## src/design/kwm_pkg.sv

```systemverilog
// ----------------------------------------------------------------------------
// kwm_pkg
// Shared widths, codes and defaults of the prioritized keyword marker.
// ----------------------------------------------------------------------------
package kwm_pkg;

	localparam int NUM_PATTERNS_DEF    = 16;
	localparam int MAX_PATTERN_LEN_DEF = 16;

	localparam int MODE_W  = 2;
	localparam int INDEX_W = 4;
	localparam int POS_W   = 4;
	localparam int BYTE_W  = 8;
	localparam int LEN_W   = 5;
	localparam int COUNT_W = 5;

	localparam logic [MODE_W-1:0] MODE_PAT_BYTE = 2'd0;
	localparam logic [MODE_W-1:0] MODE_PAT_LEN  = 2'd1;
	localparam logic [MODE_W-1:0] MODE_TEXT     = 2'd2;
	localparam logic [MODE_W-1:0] MODE_NONE     = 2'd3;

	localparam logic [BYTE_W-1:0] MARK_BYTE = 8'h2A;

endpackage

```

## src/design/kwm_in_if.sv

```systemverilog
// ----------------------------------------------------------------------------
// kwm_in_if
// Input item channel: pattern writes, length writes and text bytes.
// ----------------------------------------------------------------------------
interface kwm_in_if;
	import kwm_pkg::*;

	logic               valid;
	logic               ready;
	logic [MODE_W-1:0]  mode;
	logic [INDEX_W-1:0] pattern_index;
	logic [POS_W-1:0]   char_position;
	logic [BYTE_W-1:0]  byte_value;
	logic [LEN_W-1:0]   pattern_length;
	logic               end_of_text;

	modport source (output valid, mode, pattern_index, char_position, byte_value,
		pattern_length, end_of_text, input ready);
	modport sink (input valid, mode, pattern_index, char_position, byte_value,
		pattern_length, end_of_text, output ready);
endinterface

```

## src/design/kwm_out_if.sv

```systemverilog
// ----------------------------------------------------------------------------
// kwm_out_if
// Result channel: one output byte per transfer with its end markers.
// ----------------------------------------------------------------------------
interface kwm_out_if;
	import kwm_pkg::*;

	logic              valid;
	logic              ready;
	logic [BYTE_W-1:0] out_byte;
	logic              run_last;
	logic              text_done;

	modport source (output valid, out_byte, run_last, text_done, input ready);
	modport sink (input valid, out_byte, run_last, text_done, output ready);
endinterface

```

## src/design/kwm_cfg_if.sv

```systemverilog
// ----------------------------------------------------------------------------
// kwm_cfg_if
// Configuration write channel carrying the pattern count.
// ----------------------------------------------------------------------------
interface kwm_cfg_if;
	import kwm_pkg::*;

	logic               valid;
	logic               ready;
	logic [COUNT_W-1:0] pattern_count;

	modport source (output valid, pattern_count, input ready);
	modport sink (input valid, pattern_count, output ready);
endinterface

```

## src/design/prioritized_keyword_marker_core.sv

```systemverilog
// ----------------------------------------------------------------------------
// prioritized_keyword_marker_core
// Greedy multi-pattern marker: text bytes are matched against stored
// keywords in priority order, and matches are wrapped in asterisks.
// ----------------------------------------------------------------------------
//
//  channel   | dir | payload                                        | transfer
//  ----------+-----+------------------------------------------------+----------------
//  text_in   | in  | mode, pattern_index, char_position, byte_value,| valid && ready
//            |     | pattern_length, end_of_text                    |
//  text_out  | out | out_byte, run_last, text_done                  | valid && ready
//  cfg       | in  | pattern_count                                  | valid (ready=1)
//
// Pattern byte and length writes leave the block ready.
// A text byte enters the window (a full window is flushed first); the
// sequencer then runs decisions over one shared byte comparator until
// the window empties or holds back a prefix: S_START, S_PAT per pattern
// tried, S_RD (memory read) then S_CMP (compare) per compared byte,
// S_EMIT per result byte, and S_SINGLE when no pattern matches. The
// item ends in S_FINAL.
// Reset clears the lengths, the count and the window fill; the pattern
// memory has no reset and is read only below a written length.
// A stalled result channel holds the sequencer; text_in is ready only
// while the block is idle.
// ----------------------------------------------------------------------------
module prioritized_keyword_marker_core #(
	parameter int NUM_PATTERNS    = kwm_pkg::NUM_PATTERNS_DEF,
	parameter int MAX_PATTERN_LEN = kwm_pkg::MAX_PATTERN_LEN_DEF
) (
	input  logic clk,
	input  logic arst_n,
	kwm_in_if.sink    text_in,
	kwm_out_if.source text_out,
	kwm_cfg_if.sink   cfg
);
	import kwm_pkg::*;

	localparam int NP  = NUM_PATTERNS;
	localparam int ML  = MAX_PATTERN_LEN;
	localparam int IW  = (NP > 1) ? $clog2(NP) : 1;
	localparam int KW  = $clog2(NP + 1);
	localparam int PW  = (ML > 1) ? $clog2(ML) : 1;
	localparam int FW  = $clog2(ML + 1);
	localparam int EW  = $clog2(ML + 2);
	localparam int AW  = (NP * ML > 1) ? $clog2(NP * ML) : 1;
	localparam int CAP = 3 * ML;
	localparam int CW  = $clog2(CAP + 1);

	// Sequencer states.
	typedef enum logic [8:0] {
		S_IDLE   = 9'b000000001,
		S_APPEND = 9'b000000010,
		S_START  = 9'b000000100,
		S_PAT    = 9'b000001000,
		S_RD     = 9'b000010000,
		S_CMP    = 9'b000100000,
		S_EMIT   = 9'b001000000,
		S_SINGLE = 9'b010000000,
		S_FINAL  = 9'b100000000
	} state_t;

	// Wraps a sum below twice the window depth back into the window.
	function automatic logic [PW-1:0] wrap_idx(input logic [FW:0] s);
		logic [FW:0] r;
		r = (s >= (FW+1)'(ML)) ? s - (FW+1)'(ML) : s;
		return r[PW-1:0];
	endfunction

	state_t              state_q;
	logic [COUNT_W-1:0]  count_q;
	logic [FW-1:0]       lengths_q [NP];
	logic [7:0]          window_q [ML];
	logic [PW-1:0]       head_q;
	logic [FW-1:0]       fill_q;
	logic [KW-1:0]       k_q;
	logic [AW-1:0]       base_q;
	logic [FW-1:0]       len_q;
	logic [FW-1:0]       j_q;
	logic [EW-1:0]       e_q;
	logic [CW-1:0]       cnt_q;
	logic                pre_q;
	logic                flush_q;
	logic                eot_q;
	logic [BYTE_W-1:0]   byte_q;
	logic [BYTE_W-1:0]   hold_q;
	logic                hold_v_q;
	logic [BYTE_W-1:0]   out_byte_q;
	logic                out_v_q;
	logic                last_q;
	logic                done_q;
	logic [7:0]          rd_data_q;

	// Pattern store: one write port from the input, one read port for
	// the comparator.
	logic [7:0] store_mem [NP * ML];

	logic          in_take;
	logic          out_take;
	logic          store_we;
	logic [AW-1:0] wr_addr;
	logic [AW-1:0] rd_addr;
	logic [KW-1:0] used;
	logic [FW-1:0] len_k;
	logic [FW-1:0] m_len;
	logic [PW-1:0] win_idx;
	logic [7:0]    win_rd;
	logic [7:0]    push_byte;
	logic          emitting;
	logic          push_ok;
	logic          push_real;
	logic          final_ok;
	logic [FW-1:0] len_clamp;

	assign in_take  = text_in.valid && text_in.ready;
	assign out_take = text_out.valid && text_out.ready;
	assign text_in.ready = (state_q == S_IDLE);
	assign cfg.ready     = 1'b1;

	assign text_out.valid     = out_v_q;
	assign text_out.out_byte  = out_byte_q;
	assign text_out.run_last  = last_q;
	assign text_out.text_done = done_q;

	assign store_we = in_take && (text_in.mode == MODE_PAT_BYTE)
		&& (7'(text_in.pattern_index) < 7'(NP)) && (7'(text_in.char_position) < 7'(ML));
	assign wr_addr = AW'(32'(text_in.pattern_index) * ML + 32'(text_in.char_position));
	assign rd_addr = base_q + AW'(j_q);

	always_ff @(posedge clk) begin
		if (store_we) begin
			store_mem[wr_addr] <= text_in.byte_value;
		end
		rd_data_q <= store_mem[rd_addr];
	end

	assign used  = (7'(count_q) > 7'(NP)) ? KW'(NP) : KW'(count_q);
	assign len_k = lengths_q[k_q[IW-1:0]];
	assign m_len = (len_q < fill_q) ? len_q : fill_q;
	assign len_clamp = (7'(text_in.pattern_length) > 7'(ML)) ? FW'(ML)
		: FW'(text_in.pattern_length);

	// Window read address: compare offset, emit offset or the front byte.
	always_comb begin
		win_idx = head_q;
		unique case (state_q)
			S_CMP:   win_idx = wrap_idx((FW+1)'(head_q) + (FW+1)'(j_q));
			S_EMIT:  win_idx = wrap_idx((FW+1)'(head_q) + (FW+1)'(e_q) - (FW+1)'(1));
			default: win_idx = head_q;
		endcase
	end
	assign win_rd = window_q[win_idx];

	assign push_byte = ((state_q == S_EMIT) && ((e_q == '0) || (e_q == EW'(len_q) + EW'(1))))
		? MARK_BYTE : win_rd;
	assign emitting  = (state_q == S_EMIT) || (state_q == S_SINGLE);
	// Bytes beyond the per-item cap are dropped without waiting.
	assign push_ok   = (cnt_q >= CW'(CAP)) || !(hold_v_q && out_v_q && !text_out.ready);
	assign push_real = emitting && push_ok && (cnt_q < CW'(CAP));
	assign final_ok  = (state_q == S_FINAL) && (!hold_v_q || !out_v_q || text_out.ready);

	always_ff @(posedge clk) begin
		if (state_q == S_APPEND) begin
			window_q[wrap_idx((FW+1)'(head_q) + (FW+1)'(fill_q))] <= byte_q;
		end
	end

	always_ff @(posedge clk or negedge arst_n) begin
		if (!arst_n) begin
			state_q    <= S_IDLE;
			count_q    <= '0;
			lengths_q  <= '{default: '0};
			head_q     <= '0;
			fill_q     <= '0;
			k_q        <= '0;
			base_q     <= '0;
			len_q      <= '0;
			j_q        <= '0;
			e_q        <= '0;
			cnt_q      <= '0;
			pre_q      <= 1'b0;
			flush_q    <= 1'b0;
			eot_q      <= 1'b0;
			byte_q     <= '0;
			hold_q     <= '0;
			hold_v_q   <= 1'b0;
			out_byte_q <= '0;
			out_v_q    <= 1'b0;
			last_q     <= 1'b0;
			done_q     <= 1'b0;
		end else begin
			if (cfg.valid && cfg.ready) begin
				count_q <= cfg.pattern_count;
			end
			// The output register empties unless the held byte moves in.
			if (out_take && !(hold_v_q && (push_real || final_ok))) begin
				out_v_q <= 1'b0;
			end
			// The held byte moves out once a newer byte proves it is not last.
			if (push_real) begin
				if (hold_v_q) begin
					out_byte_q <= hold_q;
					last_q     <= 1'b0;
					done_q     <= 1'b0;
					out_v_q    <= 1'b1;
				end
				hold_q   <= push_byte;
				hold_v_q <= 1'b1;
				cnt_q    <= cnt_q + CW'(1);
			end
			if (final_ok && hold_v_q) begin
				out_byte_q <= hold_q;
				last_q     <= 1'b1;
				done_q     <= eot_q;
				out_v_q    <= 1'b1;
				hold_v_q   <= 1'b0;
			end

			unique case (state_q)
				S_IDLE: begin
					if (in_take) begin
						if (text_in.mode == MODE_PAT_LEN) begin
							if (7'(text_in.pattern_index) < 7'(NP)) begin
								lengths_q[text_in.pattern_index[IW-1:0]] <= len_clamp;
							end
						end else if (text_in.mode == MODE_TEXT) begin
							byte_q <= text_in.byte_value;
							eot_q  <= text_in.end_of_text;
							cnt_q  <= '0;
							// A full window is flushed before the new byte enters.
							if (fill_q >= FW'(ML)) begin
								pre_q   <= 1'b1;
								flush_q <= 1'b1;
								state_q <= S_START;
							end else begin
								flush_q <= text_in.end_of_text;
								state_q <= S_APPEND;
							end
						end
					end
				end
				S_APPEND: begin
					fill_q  <= fill_q + FW'(1);
					state_q <= S_START;
				end
				S_START: begin
					if (fill_q == '0) begin
						if (pre_q) begin
							pre_q   <= 1'b0;
							flush_q <= eot_q;
							state_q <= S_APPEND;
						end else begin
							state_q <= S_FINAL;
						end
					end else begin
						k_q     <= '0;
						base_q  <= '0;
						state_q <= S_PAT;
					end
				end
				S_PAT: begin
					if (k_q >= used) begin
						state_q <= S_SINGLE;
					end else if (len_k == '0) begin
						k_q    <= k_q + KW'(1);
						base_q <= base_q + AW'(ML);
					end else begin
						len_q   <= len_k;
						j_q     <= '0;
						state_q <= S_RD;
					end
				end
				S_RD: begin
					state_q <= S_CMP;
				end
				S_CMP: begin
					if (rd_data_q != win_rd) begin
						k_q     <= k_q + KW'(1);
						base_q  <= base_q + AW'(ML);
						state_q <= S_PAT;
					end else if (j_q + FW'(1) == m_len) begin
						if (len_q <= fill_q) begin
							e_q     <= '0;
							state_q <= S_EMIT;
						end else if (!flush_q) begin
							// Window is a proper prefix: hold bytes back.
							state_q <= S_FINAL;
						end else begin
							k_q     <= k_q + KW'(1);
							base_q  <= base_q + AW'(ML);
							state_q <= S_PAT;
						end
					end else begin
						j_q     <= j_q + FW'(1);
						state_q <= S_RD;
					end
				end
				S_EMIT: begin
					if (push_ok) begin
						if (e_q == EW'(len_q) + EW'(1)) begin
							head_q  <= wrap_idx((FW+1)'(head_q) + (FW+1)'(len_q));
							fill_q  <= fill_q - len_q;
							state_q <= S_START;
						end else begin
							e_q <= e_q + EW'(1);
						end
					end
				end
				S_SINGLE: begin
					if (push_ok) begin
						head_q  <= wrap_idx((FW+1)'(head_q) + (FW+1)'(1));
						fill_q  <= fill_q - FW'(1);
						state_q <= S_START;
					end
				end
				S_FINAL: begin
					if (final_ok) begin
						state_q <= S_IDLE;
					end
				end
				default: begin
					state_q <= S_IDLE;
				end
			endcase
		end
	end

	// A finished text always ends on the last byte of its item.
	a_done_is_last: assert property (@(posedge clk) disable iff (!arst_n)
		text_out.valid && text_out.text_done |-> text_out.run_last)
		else $error("text_done without run_last");

	// No byte may be held over while the block waits for a new item.
	a_idle_no_hold: assert property (@(posedge clk) disable iff (!arst_n)
		text_in.ready |-> !hold_v_q)
		else $error("held result byte while idle");

	// The window never holds more than its depth.
	a_fill_bound: assert property (@(posedge clk) disable iff (!arst_n)
		fill_q <= FW'(ML))
		else $error("window fill beyond depth");

	// Results per item stay within the cap.
	a_cnt_bound: assert property (@(posedge clk) disable iff (!arst_n)
		cnt_q <= CW'(CAP))
		else $error("result count beyond cap");

endmodule
```

## src/flat_wrapper.sv

```systemverilog
// flat-port wrapper written by rule: the top's interface ports become plain ports
module prioritized_keyword_marker_core_flat import kwm_pkg::*;
#(
	parameter int NUM_PATTERNS    = kwm_pkg::NUM_PATTERNS_DEF,
	parameter int MAX_PATTERN_LEN = kwm_pkg::MAX_PATTERN_LEN_DEF
)
  (clk, arst_n, text_in_valid, text_in_mode, text_in_pattern_index, text_in_char_position, text_in_byte_value, text_in_pattern_length, text_in_end_of_text, text_in_ready, text_out_valid, text_out_out_byte, text_out_run_last, text_out_text_done, text_out_ready, cfg_valid, cfg_pattern_count, cfg_ready);
  kwm_in_if text_in_i ();
  kwm_out_if text_out_i ();
  kwm_cfg_if cfg_i ();
  input  logic clk;
  input  logic arst_n;
  input wire logic [$bits(text_in_i.valid)-1:0] text_in_valid;
  input wire logic [$bits(text_in_i.mode)-1:0] text_in_mode;
  input wire logic [$bits(text_in_i.pattern_index)-1:0] text_in_pattern_index;
  input wire logic [$bits(text_in_i.char_position)-1:0] text_in_char_position;
  input wire logic [$bits(text_in_i.byte_value)-1:0] text_in_byte_value;
  input wire logic [$bits(text_in_i.pattern_length)-1:0] text_in_pattern_length;
  input wire logic [$bits(text_in_i.end_of_text)-1:0] text_in_end_of_text;
  output wire logic [$bits(text_in_i.ready)-1:0] text_in_ready;
  output wire logic [$bits(text_out_i.valid)-1:0] text_out_valid;
  output wire logic [$bits(text_out_i.out_byte)-1:0] text_out_out_byte;
  output wire logic [$bits(text_out_i.run_last)-1:0] text_out_run_last;
  output wire logic [$bits(text_out_i.text_done)-1:0] text_out_text_done;
  input wire logic [$bits(text_out_i.ready)-1:0] text_out_ready;
  input wire logic [$bits(cfg_i.valid)-1:0] cfg_valid;
  input wire logic [$bits(cfg_i.pattern_count)-1:0] cfg_pattern_count;
  output wire logic [$bits(cfg_i.ready)-1:0] cfg_ready;
  assign text_in_i.valid = text_in_valid;
  assign text_in_i.mode = text_in_mode;
  assign text_in_i.pattern_index = text_in_pattern_index;
  assign text_in_i.char_position = text_in_char_position;
  assign text_in_i.byte_value = text_in_byte_value;
  assign text_in_i.pattern_length = text_in_pattern_length;
  assign text_in_i.end_of_text = text_in_end_of_text;
  assign text_in_ready = text_in_i.ready;
  assign text_out_valid = text_out_i.valid;
  assign text_out_out_byte = text_out_i.out_byte;
  assign text_out_run_last = text_out_i.run_last;
  assign text_out_text_done = text_out_i.text_done;
  assign text_out_i.ready = text_out_ready;
  assign cfg_i.valid = cfg_valid;
  assign cfg_i.pattern_count = cfg_pattern_count;
  assign cfg_ready = cfg_i.ready;
  prioritized_keyword_marker_core #(.NUM_PATTERNS(NUM_PATTERNS), .MAX_PATTERN_LEN(MAX_PATTERN_LEN)) u_core (.clk(clk), .arst_n(arst_n), .text_in(text_in_i), .text_out(text_out_i), .cfg(cfg_i));
endmodule
```

## config.mk

```make
export PLATFORM = sky130hd
export DESIGN_NAME = prioritized_keyword_marker_core_flat
export DESIGN_NICKNAME = d
export VERILOG_FILES = /design/src/design/kwm_pkg.sv /design/src/design/kwm_in_if.sv /design/src/design/kwm_out_if.sv /design/src/design/kwm_cfg_if.sv /design/src/design/prioritized_keyword_marker_core.sv /design/src/flat_wrapper.sv
export SDC_FILE = /design/constraint.sdc
export NUM_CORES = 2
export LEC_CHECK = 0
export BUFFER_PORTS_ARGS = -buffer_cell sky130_fd_sc_hd__buf_4
export CAP_MARGIN = 10
export CORE_MARGIN = 2
export CORE_UTILIZATION = 30
export DETAILED_ROUTE_END_ITERATION = 8
export GPL_ROUTABILITY_DRIVEN = 1
export PLACE_DENSITY = 0.47
export SLEW_MARGIN = 0
export SYNTH_ARGS = -nofsm -noshare
export SYNTH_HDL_FRONTEND = slang
export SYNTH_SLANG_ARGS = --single-unit
```

## constraint.sdc

```tcl
create_clock -name clk -period 12.2 [get_ports clk]
set_input_delay 2.44 -clock clk [delete_from_list [all_inputs] [get_ports clk]]
set_output_delay 2.44 -clock clk [all_outputs]
set_load 0.05 [all_outputs]
```

After elaboration in Yosys (flattened, before gate mapping). Memories as Yosys holds them, arrays and structs flattened. A register that Yosys moved wholly into a read port is not among the register bits. Cells that the tools add are included.

Reductions and logical operators: 48. Eq/ne operators: 37. Add/sub/neg operators: 22. Muxes and demuxes: 103. Bitwise gates (word level): 5. Order comparisons: 16.

Operators with widths (count): 9-bit two-way mux (15); 5-bit two-way mux (25); 8-bit two-way mux (11); 9-bit case mux with 9 select lines (1); 80-bit bitwise mux (1); 4-bit two-way mux (8); 6-bit two-way mux (5); 5-bit case mux with 3 select lines (2); 5-bit by 1-bit adder with 5-bit output, second input constant (5); 1-bit two-way mux (25); 4-bit by 5-bit adder with 6-bit output (4); 6-bit by 5-bit greater-or-equal comparator with 1-bit output, second input constant (4); 8-bit case mux with 3 select lines (1); 2-bit != test, second input constant (11); 5-bit binary-select mux with 4-bit select (1); 5-bit demux with 4-bit select (1); 5-bit greater-or-equal comparator, second input constant (4); 5-bit case mux with 2 select lines (2); 4-bit by 1-bit subtractor with 4-bit output, second input constant (5); 6-bit AND reduction (3); 2-bit by 1-bit != test with 1-bit output, second input constant (8); 4-bit case mux with 2 select lines (2); 5-bit zero test (3); 1-bit logical AND (13); other kinds (45) (71).

Memories: 2. Output and inout bits: 13. Word-level logic and storage cells: 269. Bits in writable memories: 2176. Input port bits: 34. Register bits after elaboration: 168.

Memory list: u_core.store_mem (depth 256, bits a word 8, rd ports 1, clocked after Yosys merged registers in 1, write ports 1, line prioritized_keyword_marker_core.sv:95) `logic [7:0] store_mem [NP * ML];`; u_core.window_q (depth 16, bits a word 8, rd ports 1, clocked after Yosys merged registers in 0, write ports 1, line prioritized_keyword_marker_core.sv:72) `logic [7:0] window_q [ML];`.

Longest topological paths before layout.
Word-level depth: 14. Gate-level depth with buffers: 20. Gate-level depth less buffers: 18.

Least setup slack after synthesis. No wires, ideal clock.

Path kind: input-to-reg. Start point: input port text_in_mode[0]. End point: memory u_core.store_mem[179][0], enable pin. Setup slack: 7.358 ns. Data arrival time: 4.447 ns. Stages: 4. Path buffers: 1. Setup time: 0.395 ns. Data required time: 11.805 ns. Cells stage by stage: nor4b_1 > clkbuf_1 > nand2_1 > nor4_1.

Longest elaborated chain between the ends: 4.

RTL lines: start, declared (line flat_wrapper.sv:14) `input wire logic [$bits(text_in_i.mode)-1:0] text_in_mode;`; 2-bit zero test (line prioritized_keyword_marker_core.sv:124) `assign store_we = in_take && (text_in.mode == MODE_PAT_BYTE)`; 1-bit logical AND (line prioritized_keyword_marker_core.sv:124); 1-bit two-way mux (line prioritized_keyword_marker_core.sv:130) `if (store_we) begin`; 1-bit two-way mux (implied by the code) (line prioritized_keyword_marker_core.sv:131) `store_mem[wr_addr] <= text_in.byte_value;`; end, declared (line prioritized_keyword_marker_core.sv:95).

Every way passes these cells.

Final worst setup path.
Start point: register u_core.head_q[0]. End point: register u_core.k_q[0].

Longest elaborated chain between the ends: 9.

RTL lines: start, declared (line prioritized_keyword_marker_core.sv:73) `logic [PW-1:0] head_q;`; start signal, assigned (line prioritized_keyword_marker_core.sv:300) `head_q <= wrap_idx((FW+1)'(head_q) + (FW+1)'(len_q));`; start signal, assigned (line prioritized_keyword_marker_core.sv:310) `head_q <= wrap_idx((FW+1)'(head_q) + (FW+1)'(1));`; 4-bit by 5-bit adder with 6-bit output (line prioritized_keyword_marker_core.sv:147) `S_EMIT: win_idx = wrap_idx((FW+1)'(head_q) + (FW+1)'(e_q) - (FW+1)'(1));`; 6-bit by 1-bit subtractor with 6-bit output (line prioritized_keyword_marker_core.sv:147); 6-bit by 5-bit greater-or-equal comparator with 1-bit output / 4-bit by 1-bit subtractor with 4-bit output (equally long branches) (line prioritized_keyword_marker_core.sv:65) `r = (s >= (FW+1)'(ML)) ? s - (FW+1)'(ML) : s;`; 4-bit two-way mux (line prioritized_keyword_marker_core.sv:65); 4-bit case mux with 2 select lines * (line prioritized_keyword_marker_core.sv:145) `unique case (state_q)`; memory 16 x 8 bit *; 8-bit != test * (line prioritized_keyword_marker_core.sv:276) `if (rd_data_q != win_rd) begin`; 3-bit by 1-bit != test with 1-bit output (no source line) (tied with other cells); 7-bit AND reduction (no source line) / 5-bit case mux with 3 select lines (equally long branches); end signal, assigned (line prioritized_keyword_marker_core.sv:264) `k_q <= k_q + KW'(1);`; end signal, assigned (line prioritized_keyword_marker_core.sv:277) `k_q <= k_q + KW'(1);`; end signal, assigned (line prioritized_keyword_marker_core.sv:288) `k_q <= k_q + KW'(1);`; end, declared (line prioritized_keyword_marker_core.sv:75) `logic [KW-1:0] k_q;`.

Every way passes the cells marked *; elsewhere a longest branch is shown, timed or not. A chain may end at the register's enable or synchronous reset.

==> metrics.md <==
| Metric | Value |
|---|---|
| Status | finished clean |
| First-pass GRT wire length | 361000 um |
| Hold_ws | 468 ps |
| WS Path Type | reg -> reg |
| Async S/R FF share, synth | 0.0698 |
| Pwr per Cell Area | 161 mW/mm2 |
| Clock power share | 0.438 |
| CP Max Fanout | 16 |
| Leak Pwr | 32.6 nW |
| Core ar. | 0.311 mm2 |
| Synthesized netlist cell count | 4535 |
| Drt initial violations | 4621 |
| DP Wirelength | 155000 um |
| Worst vdd ir | 0.119 mV |
| Synthesized flop and latch total | 2348 |
| RSZ-0062 raised after global routing | no |
| H-tree depth | 4 |
| Largest net degree at the start of global routing | 142 |
| Cell area after layout | 0.107 mm2 |
| GRT Overall Usage | 0.158 |
| Setup Skew | 102 ps |
| Post-route antenna net violation count | 0 |
| Critical path data arrival time | 7070 ps |
| Pint | 13.5 mW |
| CP Capture Type | register |
| Worst slew pin tran | 1200 ps |
| Final setup violation count | 0 |
| Reg power frac | 0.527 |
| Post-layout minimum cycle time | 6360 ps |
| Synthesized Nets | 4609 |
| IO Count | 47 |
| Cell taking the most area after synthesis | edfxtp_1 |
| Die Span Y | 563 um |
| GR Overflow Total | 0 |
| Psw | 3.72 mW |
| Max cap viols | 0 |
| Part of the Yosys area used for sequential elements | 0.743 |
| Initial antenna violation count | 21 |
| CTS buffer count | 248 |
| Via count | 45601 |
| Syn Area/Cell | 20.6 um2 |
| WL per Instance | 28.1 um |
| CTS tree | done |
| Combinational group share of total power | 0.034 |
| Post-cts repair resize count | 0 |
| Fillcell total | 28898 |
| Initial core utilization | 0.301 |
| Clock sink count | 2348 |
| Worst path required time | 12900 ps |
| Clock transition at path regs | 60 ps |
| Ys flop type | edfxtp_1 |
| Worst setup SP type | register |
| Fin. Hold Viols | 0 |
| Die X | 563 um |
| Switching share of power | 0.216 |
| Crit share post-route | 0.521 |
| Top post-synthesis cells by count | edfxtp_1, mux4_2, nor2_1 |
| I/O Buffers | 45 |
| Die Footprint | 0.317 mm2 |
| Routed WL | 253000 um |
| Vias in the first global route | 46663 |
| Worst-skew pair later-pin latency | 920 ps |
| Hold_buf cts | 0 |
| Row cnt | 205 |
| Dominant cells by area after synthesis | edfxtp_1, mux4_2, dfrtp_1, nor2_1, nand2_1 |
| Clock buffer depth | 4 |
| Residual DRC | 0 |
| Final nets | 4737 |
| Global placement routability congestion | 0.805 |
| Placed cell areas | 0.0990 mm2 |
| Slew margin rel. | 0.196 |
| TritonRoute pass-1 iters | 5 |
| Share of cells above drive strength 1 | 0.261 |
| Via density | 5.06 |
| Worst Hold Class | reg -> reg |
| Clk root buf | clkbuf_16 |
| Post-synthesis cell type count | 83 |
| Post-Syn Area | 0.0936 mm2 |
| Top-count cell post-synth | edfxtp_1 |
| Pins Over Slew Limit | 0 |
| Area Overhead vs Synth | 14.4% |
| Post-CTS setup buffer count | 0 |
| Final setup TNS | 0 ps |
| Max Fclk | 157 MHz |
| Post-synth EDFFs | 2176 |
| Yosys top cell area share | 0.698 |
| Warnings from Yosys | 0 |
-- sequential cells by signal (all words and copies together) (netlist names), 4 cells and up --
name and count:
u_core.base_q 4, u_core.byte_q 8, u_core.cnt_q 6, u_core.count_q 5
u_core.e_q 5, u_core.fill_q 5, u_core.head_q 4, u_core.hold_q 8
u_core.j_q 5, u_core.k_q 5, u_core.len_q 5, u_core.lengths_q 80
u_core.rd_data_q 8, u_core.state_q 9, u_core.store_mem 2048, u_core.text_out.out_byte 8
u_core.window_q 128
-- routing by layer --
layer / routed length [um] / track usage / up-vias
li1: - / - / 19029
met1: 113000 / 0.224 / 24959
met2: 122000 / 0.257 / 1279
met3: 12100 / 0.0215 / 330
met4: 5980 / 0.0391 / 4
met5: 24 / 0 / -
-- final timing paths --
kind | depth (start not counted) | end | start | slack (ps)
min in group asynchronous | 1 | u_core.lengths_q[17] | arst_n | 1700
max | 18 | u_core.k_q[0] | u_core.head_q[0] | 5840
max reg2reg | 18 | u_core.k_q[0] | u_core.head_q[0] | 5840
min | 2 | u_core.hold_q[4] | u_core.hold_q[4] | 470
max in group asynchronous | 2 | u_core.j_q[1] | arst_n | 8890
min reg2reg | 2 | u_core.hold_q[4] | u_core.hold_q[4] | 470
-- power groups by stage --
stage / clock (mW) / combinational [mW] / sequential, mW
after floorplan: 0 / 0.317 / 9.17
final: 7.55 / 0.589 / 9.08
after detailed placement: 0 / 0.595 / 9.25
after global routing: 8.01 / 0.646 / 9.09
after global placement: 0 / 0.586 / 9.25
after CTS: 7.72 / 0.596 / 9.08
-- logic make-up after synthesis --
family / after synthesis / share of synthesized area
DFF: 2348 / 0.743
muxes: 799 / 0.180
and+or+nand+nor: 732 / 0.0345
buffers and inverters: 291 / 0.0121
AOI/OAI and AO/OA: 285 / 0.0201
adders and majority gates: 40 / 0.00583
xor gates and xnor gates: 39 / 0.00365
other: 1 / 0.0000401
-- cell usage in the layout (no fill, tap or decap), drive strengths merged, types with 6 or more instances in the layout --
cell,n
nor2,335
mux4,705
o21ai,112
clkinv,109
nor4,9
edfxtp,2176
clkinvlp,11
a32oi,12
clkbuf,303
nand3b,6
nand2,204
o22ai,10
a21o,8
nand3,63
nor2b,13
dfrtp,163
xnor2,22
a211oi,18
inv,34
fa,6
a22oi,7
bufinv,29
and3,13
ha,34
a22o,7
mux2i,51
o31ai,8
nand2b,19
buf,137
dfxtp,8
nand4,13
a21oi,41
mux2,43
a31oi,14
a32o,10
nor3,15
xor2,17
or3,9
-- per-stage QoR --
step | total power, mW | cells | setup slack (ps) | util
floorplan | 9.49 | 4535 | 7360 | -
global placement | 9.83 | 8551 | 5900 | 0.318
detailed placement | 9.85 | 8553 | 5830 | 0.318
CTS | 17.4 | 9007 | 5780 | 0.344
global route | 17.7 | 9010 | 5290 | 0.344
finish | 17.2 | 9012 | 5840 | 0.344
-- worst max-delay path: stages (launching register included) --
cell	delay, ps
dfrtp_1	620
clkinv_1	390
ha_1	300
inv_1	60
ha_1	130
inv_1	50
fa_1	470
or3b_2	480
o21ai_0	200
a21boi_4	170
nor2_1	770
a22oi_1	300
a31oi_1	290
a221oi_1	130
a2111oi_2	440
nand4b_1	430
a21oi_2	620
or2_2	240
o21ai_0	80
-- layout make-up --
cell class | instances | area, um2 | share of cell area
clock buffers | 303 | 6520 | 0.0608
multi-input cells | 1896 | 23000 | 0.215
repair buffers | 137 | 1150 | 0.0107
inverters | 32 | 120 | 0.00112
flip-flops and latches | 2348 | 69600 | 0.650
well taps | 4140 | 5180 | 0.0484
diodes | 5 | 12.5 | 0.000117
clock inverters | 151 | 1500 | 0.0140
(Power assumes the default switching activity.)
